--- src/rtl/core/control_byte_hex_escaper_unit_assert.svh ---
// Assertion macros shared by the hex escaper RTL.
`ifndef CONTROL_BYTE_HEX_ESCAPER_UNIT_ASSERT_SVH
`define CONTROL_BYTE_HEX_ESCAPER_UNIT_ASSERT_SVH

// Check a property on every rising clock edge outside reset.
`define CBHE_ASSERT(label, prop, msg) \
  label: assert property (@(posedge clk_i) disable iff (!rst_ni) (prop)) else $error(msg);

// Check a property on every rising clock edge, reset included.
`define CBHE_ASSERT_ALWAYS(label, prop, msg) \
  label: assert property (@(posedge clk_i) (prop)) else $error(msg);

`endif

--- src/rtl/core/cbhe_pkg.sv ---
// Package with the character codes, result group type and hex digit helper.
package cbhe_pkg;

  localparam int unsigned CfgW = 13;       // width of the buffer length register
  localparam int unsigned MaxGroup = 4;    // most output bytes one input byte causes
  localparam int unsigned NumW = 3;        // width of a group byte count

  localparam logic [7:0] CHR_NUL       = 8'h00;
  localparam logic [7:0] CHR_BACKSLASH = 8'h5C;
  localparam logic [7:0] CHR_X         = 8'h78;
  localparam logic [7:0] CHR_DOT       = 8'h2E;
  localparam logic [7:0] PRINT_LO      = 8'h20;
  localparam logic [7:0] PRINT_HI      = 8'h7E;
  localparam logic [7:0] HIGH_LO       = 8'h80;
  localparam logic [7:0] HIGH_HI       = 8'hFF;

  // Output bytes caused by one input byte, element 0 goes out first.
  typedef struct packed {
    logic [MaxGroup-1:0][7:0] bytes;
    logic [NumW-1:0]          num;
    logic                     line_end;  // last byte of the group closes the line
  } grp_t;

  // Lower-case hex digit for one nibble.
  function automatic logic [7:0] hex_digit(input logic [3:0] nib);
    logic [7:0] ext;
    ext = {4'h0, nib};
    if (nib < 4'd10) begin
      hex_digit = 8'h30 + ext;
    end else begin
      hex_digit = 8'h61 + ext - 8'd10;
    end
  endfunction

endpackage

--- src/rtl/core/cbhe_encode.sv ---
// Combinational encoder: maps one input byte and the line state to an output group.
module cbhe_encode #(
  parameter int unsigned CntW = 12,
  parameter int unsigned LenW = 13
) (
  input  logic [7:0]      in_byte_i,
  input  logic [CntW-1:0] count_i,
  input  logic [LenW-1:0] len_i,
  input  logic            trunc_i,
  output cbhe_pkg::grp_t  grp_o,
  output logic [CntW-1:0] count_o,
  output logic            trunc_o
);

  localparam int unsigned W = LenW + 1;

  logic [W-1:0] o_ext;
  logic [W-1:0] len_ext;
  logic [W-1:0] sum1;
  logic [W-1:0] sum3;
  logic [W-1:0] sum4;
  logic         fit1;
  logic         fit3;
  logic         fit4;
  logic         printable;

  assign o_ext   = W'(count_i);
  assign len_ext = W'(len_i);
  assign sum1    = o_ext + W'(1);
  assign sum3    = o_ext + W'(3);
  assign sum4    = o_ext + W'(4);
  assign fit1    = sum1 < len_ext;
  assign fit3    = sum3 < len_ext;
  assign fit4    = sum4 < len_ext;

  always_comb begin
    printable = in_byte_i inside {[cbhe_pkg::PRINT_LO:cbhe_pkg::PRINT_HI],
                                  [cbhe_pkg::HIGH_LO:cbhe_pkg::HIGH_HI]};
  end

  always_comb begin
    grp_o.bytes    = '0;
    grp_o.num      = '0;
    grp_o.line_end = 1'b0;
    count_o        = count_i;
    trunc_o        = trunc_i;
    if (trunc_i) begin
      // Skip the rest of a cut line; a zero reopens it.
      if (in_byte_i == cbhe_pkg::CHR_NUL) begin
        trunc_o = 1'b0;
        count_o = '0;
      end
    end else if (in_byte_i == cbhe_pkg::CHR_NUL) begin
      grp_o.bytes[0] = cbhe_pkg::CHR_NUL;
      grp_o.num      = cbhe_pkg::NumW'(1);
      grp_o.line_end = 1'b1;
      count_o        = '0;
    end else if (printable && fit1) begin
      grp_o.bytes[0] = in_byte_i;
      grp_o.num      = cbhe_pkg::NumW'(1);
      count_o        = sum1[CntW-1:0];
    end else if (!printable && fit4) begin
      grp_o.bytes[0] = cbhe_pkg::CHR_BACKSLASH;
      grp_o.bytes[1] = cbhe_pkg::CHR_X;
      grp_o.bytes[2] = cbhe_pkg::hex_digit(in_byte_i[7:4]);
      grp_o.bytes[3] = cbhe_pkg::hex_digit(in_byte_i[3:0]);
      grp_o.num      = cbhe_pkg::NumW'(4);
      count_o        = sum4[CntW-1:0];
    end else begin
      // Cut the line: an ellipsis or a single dot if room, then the terminator.
      grp_o.line_end = 1'b1;
      trunc_o        = 1'b1;
      if (fit3) begin
        grp_o.bytes[0] = cbhe_pkg::CHR_DOT;
        grp_o.bytes[1] = cbhe_pkg::CHR_DOT;
        grp_o.bytes[2] = cbhe_pkg::CHR_DOT;
        grp_o.bytes[3] = cbhe_pkg::CHR_NUL;
        grp_o.num      = cbhe_pkg::NumW'(4);
        count_o        = sum3[CntW-1:0];
      end else if (fit1) begin
        grp_o.bytes[0] = cbhe_pkg::CHR_DOT;
        grp_o.bytes[1] = cbhe_pkg::CHR_NUL;
        grp_o.num      = cbhe_pkg::NumW'(2);
        count_o        = sum1[CntW-1:0];
      end else begin
        grp_o.bytes[0] = cbhe_pkg::CHR_NUL;
        grp_o.num      = cbhe_pkg::NumW'(1);
      end
    end
  end

endmodule

--- src/rtl/core/control_byte_hex_escaper_unit.sv ---
// Top level of the control byte hex escaper: stream ports, line state, output buffer.
//
// Usage:
//   s_axis carries one byte of a zero-terminated line per transaction. m_axis
//   returns the cleaned line one byte per transaction; m_axis_tuser marks the
//   terminating zero. cfg_* writes the output buffer length (0 acts as 1,
//   values above MAX_LINE_LEN clamp); write it only while the block is idle.
// Output: the first output byte of an input byte is registered and valid in the
//   cycle after its transaction.
// Throughput: printable bytes and terminators flow at one per cycle while
//   m_axis_tready stays high. An escape or an ellipsis with terminator emits
//   four bytes and a single dot with terminator two, and s_axis_tready stays
//   low until the last of them leaves. The four-entry output buffer sets this:
//   a new byte is taken once at most its last entry remains and that entry
//   leaves in the same cycle.
// Reset: clears the line count, the truncation flag and the buffer count, and sets
//   the buffer length to 4096 (or MAX_LINE_LEN if smaller).
// Stall: when m_axis_tready is low the current output byte holds and s_axis
//   stops taking bytes once the buffer holds output; nothing is dropped.
module control_byte_hex_escaper_unit #(
  parameter int unsigned MAX_LINE_LEN = 4096
) (
  input  logic        clk_i,
  input  logic        rst_ni,
  // configuration write channel
  input  logic        cfg_valid_i,
  output logic        cfg_ready_o,
  input  logic [12:0] cfg_data_i,     // [12:0] out_buffer_len
  // input byte stream
  input  logic        s_axis_tvalid,
  output logic        s_axis_tready,
  input  logic [7:0]  s_axis_tdata,   // [7:0] in_byte
  // output byte stream
  output logic        m_axis_tvalid,
  input  logic        m_axis_tready,
  output logic [7:0]  m_axis_tdata,   // [7:0] out_byte
  output logic        m_axis_tuser    // [0] line_end
);

  `include "control_byte_hex_escaper_unit_assert.svh"

  localparam int unsigned CntW = $clog2(MAX_LINE_LEN);
  localparam int unsigned LenW = $clog2(MAX_LINE_LEN + 1);
  localparam int unsigned CmpW = (LenW > cbhe_pkg::CfgW) ? LenW : cbhe_pkg::CfgW;
  localparam int unsigned LenRst = (MAX_LINE_LEN < 4096) ? MAX_LINE_LEN : 4096;
  localparam int unsigned GrpN = cbhe_pkg::MaxGroup;
  localparam int unsigned NumW = cbhe_pkg::NumW;

  // Effective buffer length, line state and output buffer.
  logic [LenW-1:0]          len_q, len_d;
  logic [CntW-1:0]          count_q, count_d;
  logic                     trunc_q, trunc_d;
  logic [NumW-1:0]          cnt_q, cnt_d;
  logic [GrpN-1:0][7:0]     buf_q, buf_d;
  logic                     end_q, end_d;

  cbhe_pkg::grp_t           grp;
  logic [CntW-1:0]          enc_count;
  logic                     enc_trunc;
  logic                     in_acc;
  logic                     out_take;
  logic [CmpW-1:0]          cfg_ext;

  cbhe_encode #(
    .CntW (CntW),
    .LenW (LenW)
  ) u_encode (
    .in_byte_i (s_axis_tdata),
    .count_i   (count_q),
    .len_i     (len_q),
    .trunc_i   (trunc_q),
    .grp_o     (grp),
    .count_o   (enc_count),
    .trunc_o   (enc_trunc)
  );

  assign cfg_ready_o   = 1'b1;
  assign m_axis_tvalid = (cnt_q != '0);
  assign m_axis_tdata  = buf_q[0];
  // Flag the terminator only on the group's last byte.
  assign m_axis_tuser  = end_q && (cnt_q == NumW'(1));
  assign out_take      = m_axis_tvalid && m_axis_tready;
  // Take a byte when the buffer is empty or drains this cycle.
  assign s_axis_tready = (cnt_q == '0) || ((cnt_q == NumW'(1)) && m_axis_tready);
  assign in_acc        = s_axis_tvalid && s_axis_tready;
  assign cfg_ext       = CmpW'(cfg_data_i);

  // Clamp the configured length into 1..MAX_LINE_LEN on write.
  always_comb begin
    len_d = len_q;
    if (cfg_valid_i && cfg_ready_o) begin
      if (cfg_ext == '0) begin
        len_d = LenW'(1);
      end else if (cfg_ext > CmpW'(MAX_LINE_LEN)) begin
        len_d = LenW'(MAX_LINE_LEN);
      end else begin
        len_d = cfg_ext[LenW-1:0];
      end
    end
  end

  // Advance line state and load or shift the output buffer.
  always_comb begin
    count_d = count_q;
    trunc_d = trunc_q;
    cnt_d   = cnt_q;
    buf_d   = buf_q;
    end_d   = end_q;
    if (in_acc) begin
      count_d = enc_count;
      trunc_d = enc_trunc;
      cnt_d   = grp.num;
      buf_d   = grp.bytes;
      end_d   = grp.line_end;
    end else if (out_take) begin
      cnt_d   = cnt_q - NumW'(1);
      buf_d   = {8'h00, buf_q[GrpN-1:1]};
    end
  end

  always_ff @(posedge clk_i or negedge rst_ni) begin
    if (!rst_ni) begin
      len_q   <= LenW'(LenRst);
      count_q <= '0;
      trunc_q <= 1'b0;
      cnt_q   <= '0;
      end_q   <= 1'b0;
    end else begin
      len_q   <= len_d;
      count_q <= count_d;
      trunc_q <= trunc_d;
      cnt_q   <= cnt_d;
      end_q   <= end_d;
    end
  end

  always_ff @(posedge clk_i) begin
    buf_q <= buf_d;
  end

  `CBHE_ASSERT(a_buf_bound, cnt_q <= NumW'(GrpN), "output buffer count above group size")
  `CBHE_ASSERT(a_end_is_nul,
               (m_axis_tvalid && m_axis_tuser) |-> (m_axis_tdata == cbhe_pkg::CHR_NUL),
               "line end on a non-zero byte")
  `CBHE_ASSERT(a_skip_silent,
               (s_axis_tvalid && s_axis_tready && trunc_q) |=> (cnt_q == '0),
               "byte of a cut line produced output")
  `CBHE_ASSERT(a_len_nonzero, len_q != '0, "effective buffer length is zero")

endmodule

--- config.mk ---
export PLATFORM = sky130hd
export DESIGN_NAME = control_byte_hex_escaper_unit
export DESIGN_NICKNAME = d
export VERILOG_FILES = /design/src/rtl/core/cbhe_pkg.sv /design/src/rtl/core/cbhe_encode.sv /design/src/rtl/core/control_byte_hex_escaper_unit.sv
export VERILOG_INCLUDE_DIRS = /design/src /design/src/rtl/core
export SDC_FILE = /design/constraint.sdc
export NUM_CORES = 1
export LEC_CHECK = 0
export BUFFER_PORTS_ARGS = -buffer_cell sky130_fd_sc_hd__buf_2
export CAP_MARGIN = 30
export CORE_ASPECT_RATIO = 1.25
export CORE_MARGIN = 2
export CORE_UTILIZATION = 48
export CTS_BUF_LIST = sky130_fd_sc_hd__clkbuf_4
export CTS_CLUSTER_DIAMETER = 100
export DETAILED_ROUTE_END_ITERATION = 8
export PLACE_DENSITY = 0.66
export SYNTH_ARGS = -nofsm -noshare
export SYNTH_HDL_FRONTEND = slang
export SYNTH_SLANG_ARGS = --single-unit
--- constraint.sdc ---
create_clock -name clk_i -period 5.3 [get_ports clk_i]
set_input_delay 1.06 -clock clk_i [delete_from_list [all_inputs] [get_ports clk_i]]
set_output_delay 1.06 -clock clk_i [all_outputs]
set_load 0.01 [all_outputs]
==> Word-level counts from Yosys, hierarchy flattened <==
Cells that the tools add are included.
{ "totals": {"reg_bits": 62, "inputBits": 26, "out_inout_bits": 12, "elab_cells": 78} }
{ "op_classes": {"addsub": 10, "magnitude_cmp": 10, "eq_ne": 2, "muxes": 29, "reduce_logical": 18} }
{ "op_table": {"columns": ["cell", "n"], "rows": [
  ["$mux 12", 8],
  ["$mux 32", 2],
  ["$mux 24", 2],
  ["$lt 14x13->1", 3],
  ["$mux 36", 1],
  ["$mux 35", 1],
  ["$mux 13", 2],
  ["$mux 17", 1],
  ["$add 7x4->8 const A", 2],
  ["$mux 8", 2],
  ["$sub 8x4->8 const B", 2],
  ["$add 6x4->7 const A", 2],
  ["$add 12x1->13 const B", 1],
  ["$add 12x2->13 const B", 1],
  ["$add 12x3->13 const B", 1],
  ["$gt 13x13->1 const B", 1],
  ["$logic_not 13->1", 1],
  ["$mux 11", 1],
  ["$mux 9", 1],
  ["$ge 8x6->1 const B", 1],
  ["$ge 8x8->1 const B", 1],
  ["$le 8x7->1 const B", 1],
  ["$le 8x8->1 const B", 1],
  ["$logic_and 1x1->1", 8],
  ["15 further kinds", 22]
]} }

==> Depth between registers and ports, before layout <==
{ "logic_depth": {"depth_word": 10, "mapped_depth": 18} }

==> Modules after synthesis <==
Synthesis repeated with hierarchy kept, for this count alone.
{ "unflattened": {"hier_cells": 573, "hier_area_um2": 5345.1} }
{ "modules_own_cells": {"columns": ["module", "instances", "cells_each", "area_per_inst_um2", "seq_area_each_um2"], "rows": [
  ["control_byte_hex_escaper_unit", 1, 189, 2696.3, 1712.9],
  ["cbhe_encode", 1, 384, 2648.8, 0.0]
]} }

==> Least setup slack after synthesis <==
Ideal clock, no wire load.
{ "synth_timing": {"kind": "register to register", "startpoint": "reg count_q[4]", "endpoint": "reg count_q[0]", "setup_ns": 0.125, "arrival_time_ns": 3.412, "slack_ns": 1.763, "stages_incl_launch_ff": 18, "period_less_slack_ns": 3.537, "path_cell_list": "dfrtp_1 -> buf_2 -> nand3_1 -> or2_2 -> nor2_1 -> nand3_1 -> nor2_1 -> xor2_1 -> ha_1 -> a21oi_1 -> o21ai_0 -> a221oi_1 -> o21ai_1 -> and3_1 -> buf_6 -> nor3_2 -> o21ai_1 -> mux2_2"} }
{ "synth_between": {"elab_chain_len": 7, "elab_cells_between_ends": 15} }
{ "synth_lines": {"columns": ["item", "line", "source"], "rows": [
  ["start, declared", "control_byte_hex_escaper_unit.sv:51", "logic [CntW-1:0] count_q, count_d;"],
  ["start signal, assigned", "control_byte_hex_escaper_unit.sv:130", "count_q <= count_d;"],
  ["$add 12x2->13 / $add 12x3->13 (equally long branches)", "cbhe_encode.sv:30, cbhe_encode.sv:31", null],
  ["$lt 14x13->1 (on tied branches)", "cbhe_encode.sv:33, cbhe_encode.sv:34", null],
  ["$mux 12 / $logic_and 1x1->1 (equally long branches)", "cbhe_encode.sv:73, cbhe_encode.sv:62", null],
  ["$mux 12", "cbhe_encode.sv:62", "end else if (!printable && fit4) begin"],
  ["$mux 12", "cbhe_encode.sv:58", "end else if (printable && fit1) begin"],
  ["$mux 12", "cbhe_encode.sv:53", "end else if (in_byte_i == cbhe_pkg::CHR_NUL) begin"],
  ["$mux 12", "cbhe_encode.sv:47", "if (trunc_i) begin"]
]} }
Several ways; a longest one is shown, not always the timed one.
A chain may end at the register's enable or synchronous reset.

==> implementation parameters <==
Parameter                              Value

Run status
  Status ... finished clean

STA
  Setup Viol. Count Final ... 0
  Sum Neg Setup Slack ... 0 ns
  Slew Limit Headroom ... 0.477
  Max-slew violation count ... 0
  Hold violation count in the final report ... 0
  RSZ-0062 raised after global routing ... false
  Worst-margin pin slew ... 0.780 ns
  Final worst path period need ... 4.35 ns
  Max Fclk ... 230 MHz
  Worst clock skew on the final layout ... 0.0154 ns
  Fraction of the cycle the final worst path needs ... 0.820

Die
  Floorplan Core Area ... 8750 um^2
  Die footprint ... 9880 um^2
  Overall die width ... 89.3 um
  Count of standard-cell rows ... 38
  Die extent in y ... 111 um
  Starting density of the core ... 0.499
  Number of placed I/O pins ... 38

CTS
  Cell at the root of the clock tree ... clkbuf_4
  Number of hold-repair buffers added at the cts stage ... 0
  Post-cts repair resize count ... 0
  Clock tree from TritonCTS ... done
  Inserted Clock Buffers ... 9
  # Post-CTS Setup Buffers ... 0
  Clock sink count ... 59
  Clock Pin Slew Worst Setup and Hold Paths ... 0.11 ns
  Buffer levels on the longest clock path ... 2
  Maximum level of the CTS H-tree ... 3
  Clock latency of the later-clocked register in the worst-skew pair ... 0.42 ns

Worst setup path
  Critical path start-end classification ... register to register
  Count of cells along the worst register-to-register path ... 15
  Kind of end point of the critical path ... register
  Reg2reg end ... buf_q[18]
  Maximum fanout count along the critical path ... 13
  Delay of the slowest critical-path stage ... 0.57 ns
  Critical register-to-register path startpoint ... count_q[4]
  Data required, critical path ... 5.61 ns
  Data arrival time at the worst-slack endpoint ... 4.65 ns
  Register-to-register setup slack ... 0.95 ns
  Critical-path cell list ... nand3_1 -> or2_2 -> nor2_1 -> nand3_1 -> nor2_1 -> xor2_1 -> ha_1 -> a21oi_1 -> o21ai_0 -> a221oi_1 -> o21ai_1 -> a21oi_2 -> nand2_1 -> a31oi_1 -> a21o_1
  Highest-delay cell along the critical path ... a21oi_2
  CP Launch Type ... register

Final layout
  Final core area utilization ... 0.537
  Storage element area ... 1620 um^2
  Diode count ... 0
  Count of nets after finishing ... 570
  Post-Layout Cell Count ... 622
  Layout fillers ... 858
  Share of post-route cells with drive strength above 1 ... 0.133
  Synthesis-to-layout area growth ... 7.68%
  Total area of multi-input combinational cells ... 2460 um^2

Global route
  Global routing usage on met2 ... 0.384
  Most utilized layer in the global route result ... met2
  Met3 global-route usage ... 0.0404
  First-pass GRT wire length ... 16800 um
  Pin count of the biggest net entering global routing ... 35
  Initial antenna violation count ... 0
  Met1 Use GR ... 0.256
  Number of global-route vias before repair ... 3520
  GR Overflow Total ... 0
  GRT Total Usage ... 0.220

Worst hold path
  Startpoint of the tightest hold check path ... end_q
  Endpoint of the worst hold path ... end_q
  Number of cells on the worst hold path ... 2
  Worst min-delay path class ... register to register

Logic synthesis
  Yosys reg bits ... 59
  Number of flops mapped to enable cells by yosys ... 29
  Netlist Area Pre-Place ... 4370 um^2
  Top cells by instance count after synthesis ... 75 x nand2_1, 47 x ha_1, 34 x o21ai_0
  Number of instances in the synthesized netlist ... 480
  Most frequent cell after synthesis ... nand2_1
  Dominant cell type by area after synthesis ... edfxtp_1
  FFs w/ async S/R, synth ... 0.508
  Total nets after synthesis ... 553
  Ranking of synthesized cells by area ... edfxtp_1 20%, dfrtp_1 17%, ha_1 13%, nand2_1 6.4%, o21ai_0 3.9%
  Synthesis warning total ... 0
  Top-area cell type share of the netlist area ... 0.199
  Sequential share of the synthesized area ... 0.372
  Number of distinct library cells after synthesis ... 65
  Predominant post-synthesis flop cell ... edfxtp_1
  Average cell area after synthesis ... 9.09 um^2

Power and ir drop
  Total leakage power ... 2.17 nW
  Power density over the cells ... 413 nW/um^2
  Worst vdd ir ... 0.000194 V

Placed design
  Final HPWL from detailed placement ... 8010 um
  Number of port buffers ... 36
  Gp weighted congestion ... 0.915
  Cell Count Post-Placement ... 606

Drt
  WL/cell ... 16.5 um
  Final wirelength ... 10300 um
  DRC violation count after routing ... 0
  Drt first-iter violations ... 152
  Via-to-Cell Ratio ... 5.65
  Count of vias placed by the detailed router ... 3515
  Count of nets left with antenna violations after detail routing ... 0
  1st-pass router iterations ... 4

Flow run
  Number of max-capacitance violations reported ... 0
cells by family (layout without fill, tap and decap cells):
| logic type | count (synthesis) | in the layout | synth area share |
|---|---|---|---|
| other | 1 | 1 | 0.000859 |
| flip-flops | 59 | 59 | 0.372 |
| XOR/XNOR | 30 | 30 | 0.0602 |
| AND/OR/NAND/NOR | 162 | 162 | 0.180 |
| buffers and inverters | 62 | 84 | 0.0648 |
| multiplexers | 5 | 5 | 0.0120 |
| adder cells (fa/ha/maj) | 47 | 47 | 0.135 |
| AO/OA/AOI/OAI | 114 | 114 | 0.176 |
cells in the final DEF, fill, tap and decap left out, types with 4 or more instances in the layout:
cell,netlist,layout
nor2_1,27,27
inv_1,30,30
and3_1,8,8
o21ai_0,34,34
a211oi_1,5,5
edfxtp_1,29,29
xnor2_1,17,17
nor3_1,6,6
nand3_1,13,13
a21oi_1,21,21
xor2_1,13,13
a31oi_1,4,4
o211ai_1,9,9
and2_1,4,4
nand2_1,75,75
a22o_1,7,7
ha_1,47,47
buf_2,7,36
dfrtp_1,29,29
nand2b_1,4,4
o31ai_1,5,5
clkbuf_4,0,11
through the flow:
step / cell area (um^2) / total power, mW / setup slack [ns] / hold WS (ns)
final: 4700 / 1.94 / 0.954 / 0.496
after global routing: 4700 / 2.09 / 0.574 / 0.553
after CTS: 4700 / 1.96 / 0.983 / 0.507
after detailed placement: 4540 / 1.58 / 1.03 / 0.481
after global placement: 4540 / 1.55 / 1.16 / 0.468
after floorplan: 4370 / 1.34 / 1.76 / 0.431
sequential cells by signal, summed over array words and instances, names as in the netlist:
| signal | count |
|---|---|
| cnt_q | 3 |
| end_q | 1 |
| trunc_q | 1 |
| len_q | 13 |
| m_axis_tdata | 8 |
| buf_q | 21 |
| count_q | 12 |
worst max path at each step:
stage / start / end / slack [ns] / depth (start not counted)
final: count_q[4] / buf_q[18] / 0.95 / 15
after global routing: count_q[4] / buf_q[18] / 0.57 / 15
after CTS: count_q[4] / buf_q[18] / 0.98 / 15
after detailed placement: count_q[4] / buf_q[18] / 1.03 / 15
after global placement: count_q[4] / buf_q[18] / 1.16 / 15
after floorplan: count_q[4] / count_q[0] / 1.76 / 17
worst max-delay path, delay by kind of cell (launching register included):
family                     cells  cell delay (ns)
adders and majority gates      1             0.29
xor gates and xnor gates       1             0.21
AOI/OAI and AO/OA              7             1.76
DFF                            1             0.49
and+or+nand+nor                6             1.46
power by group:
part           total [mW]  internal [mW]  switching [mW]
sequential          0.722          0.624          0.0980
combinational       0.844          0.328           0.516
clock               0.376          0.200           0.175
final cells by class:
class,count,share of cell area
flip-flops and latches,59,0.345
repair buffers,38,0.0415
clock buffers,11,0.0176
multi-input cells,359,0.523
well taps,120,0.0319
clock inverters,5,0.0165
inverters,30,0.0240
per-layer routing:
metal  part of all wire  vias to the layer above
li1                   -                     1739
met1               0.42                     1692
met2               0.53                       67
met3              0.034                       17
met4              0.021                        0
met5                  0                        -
Power figures use the tool's default switching activity.
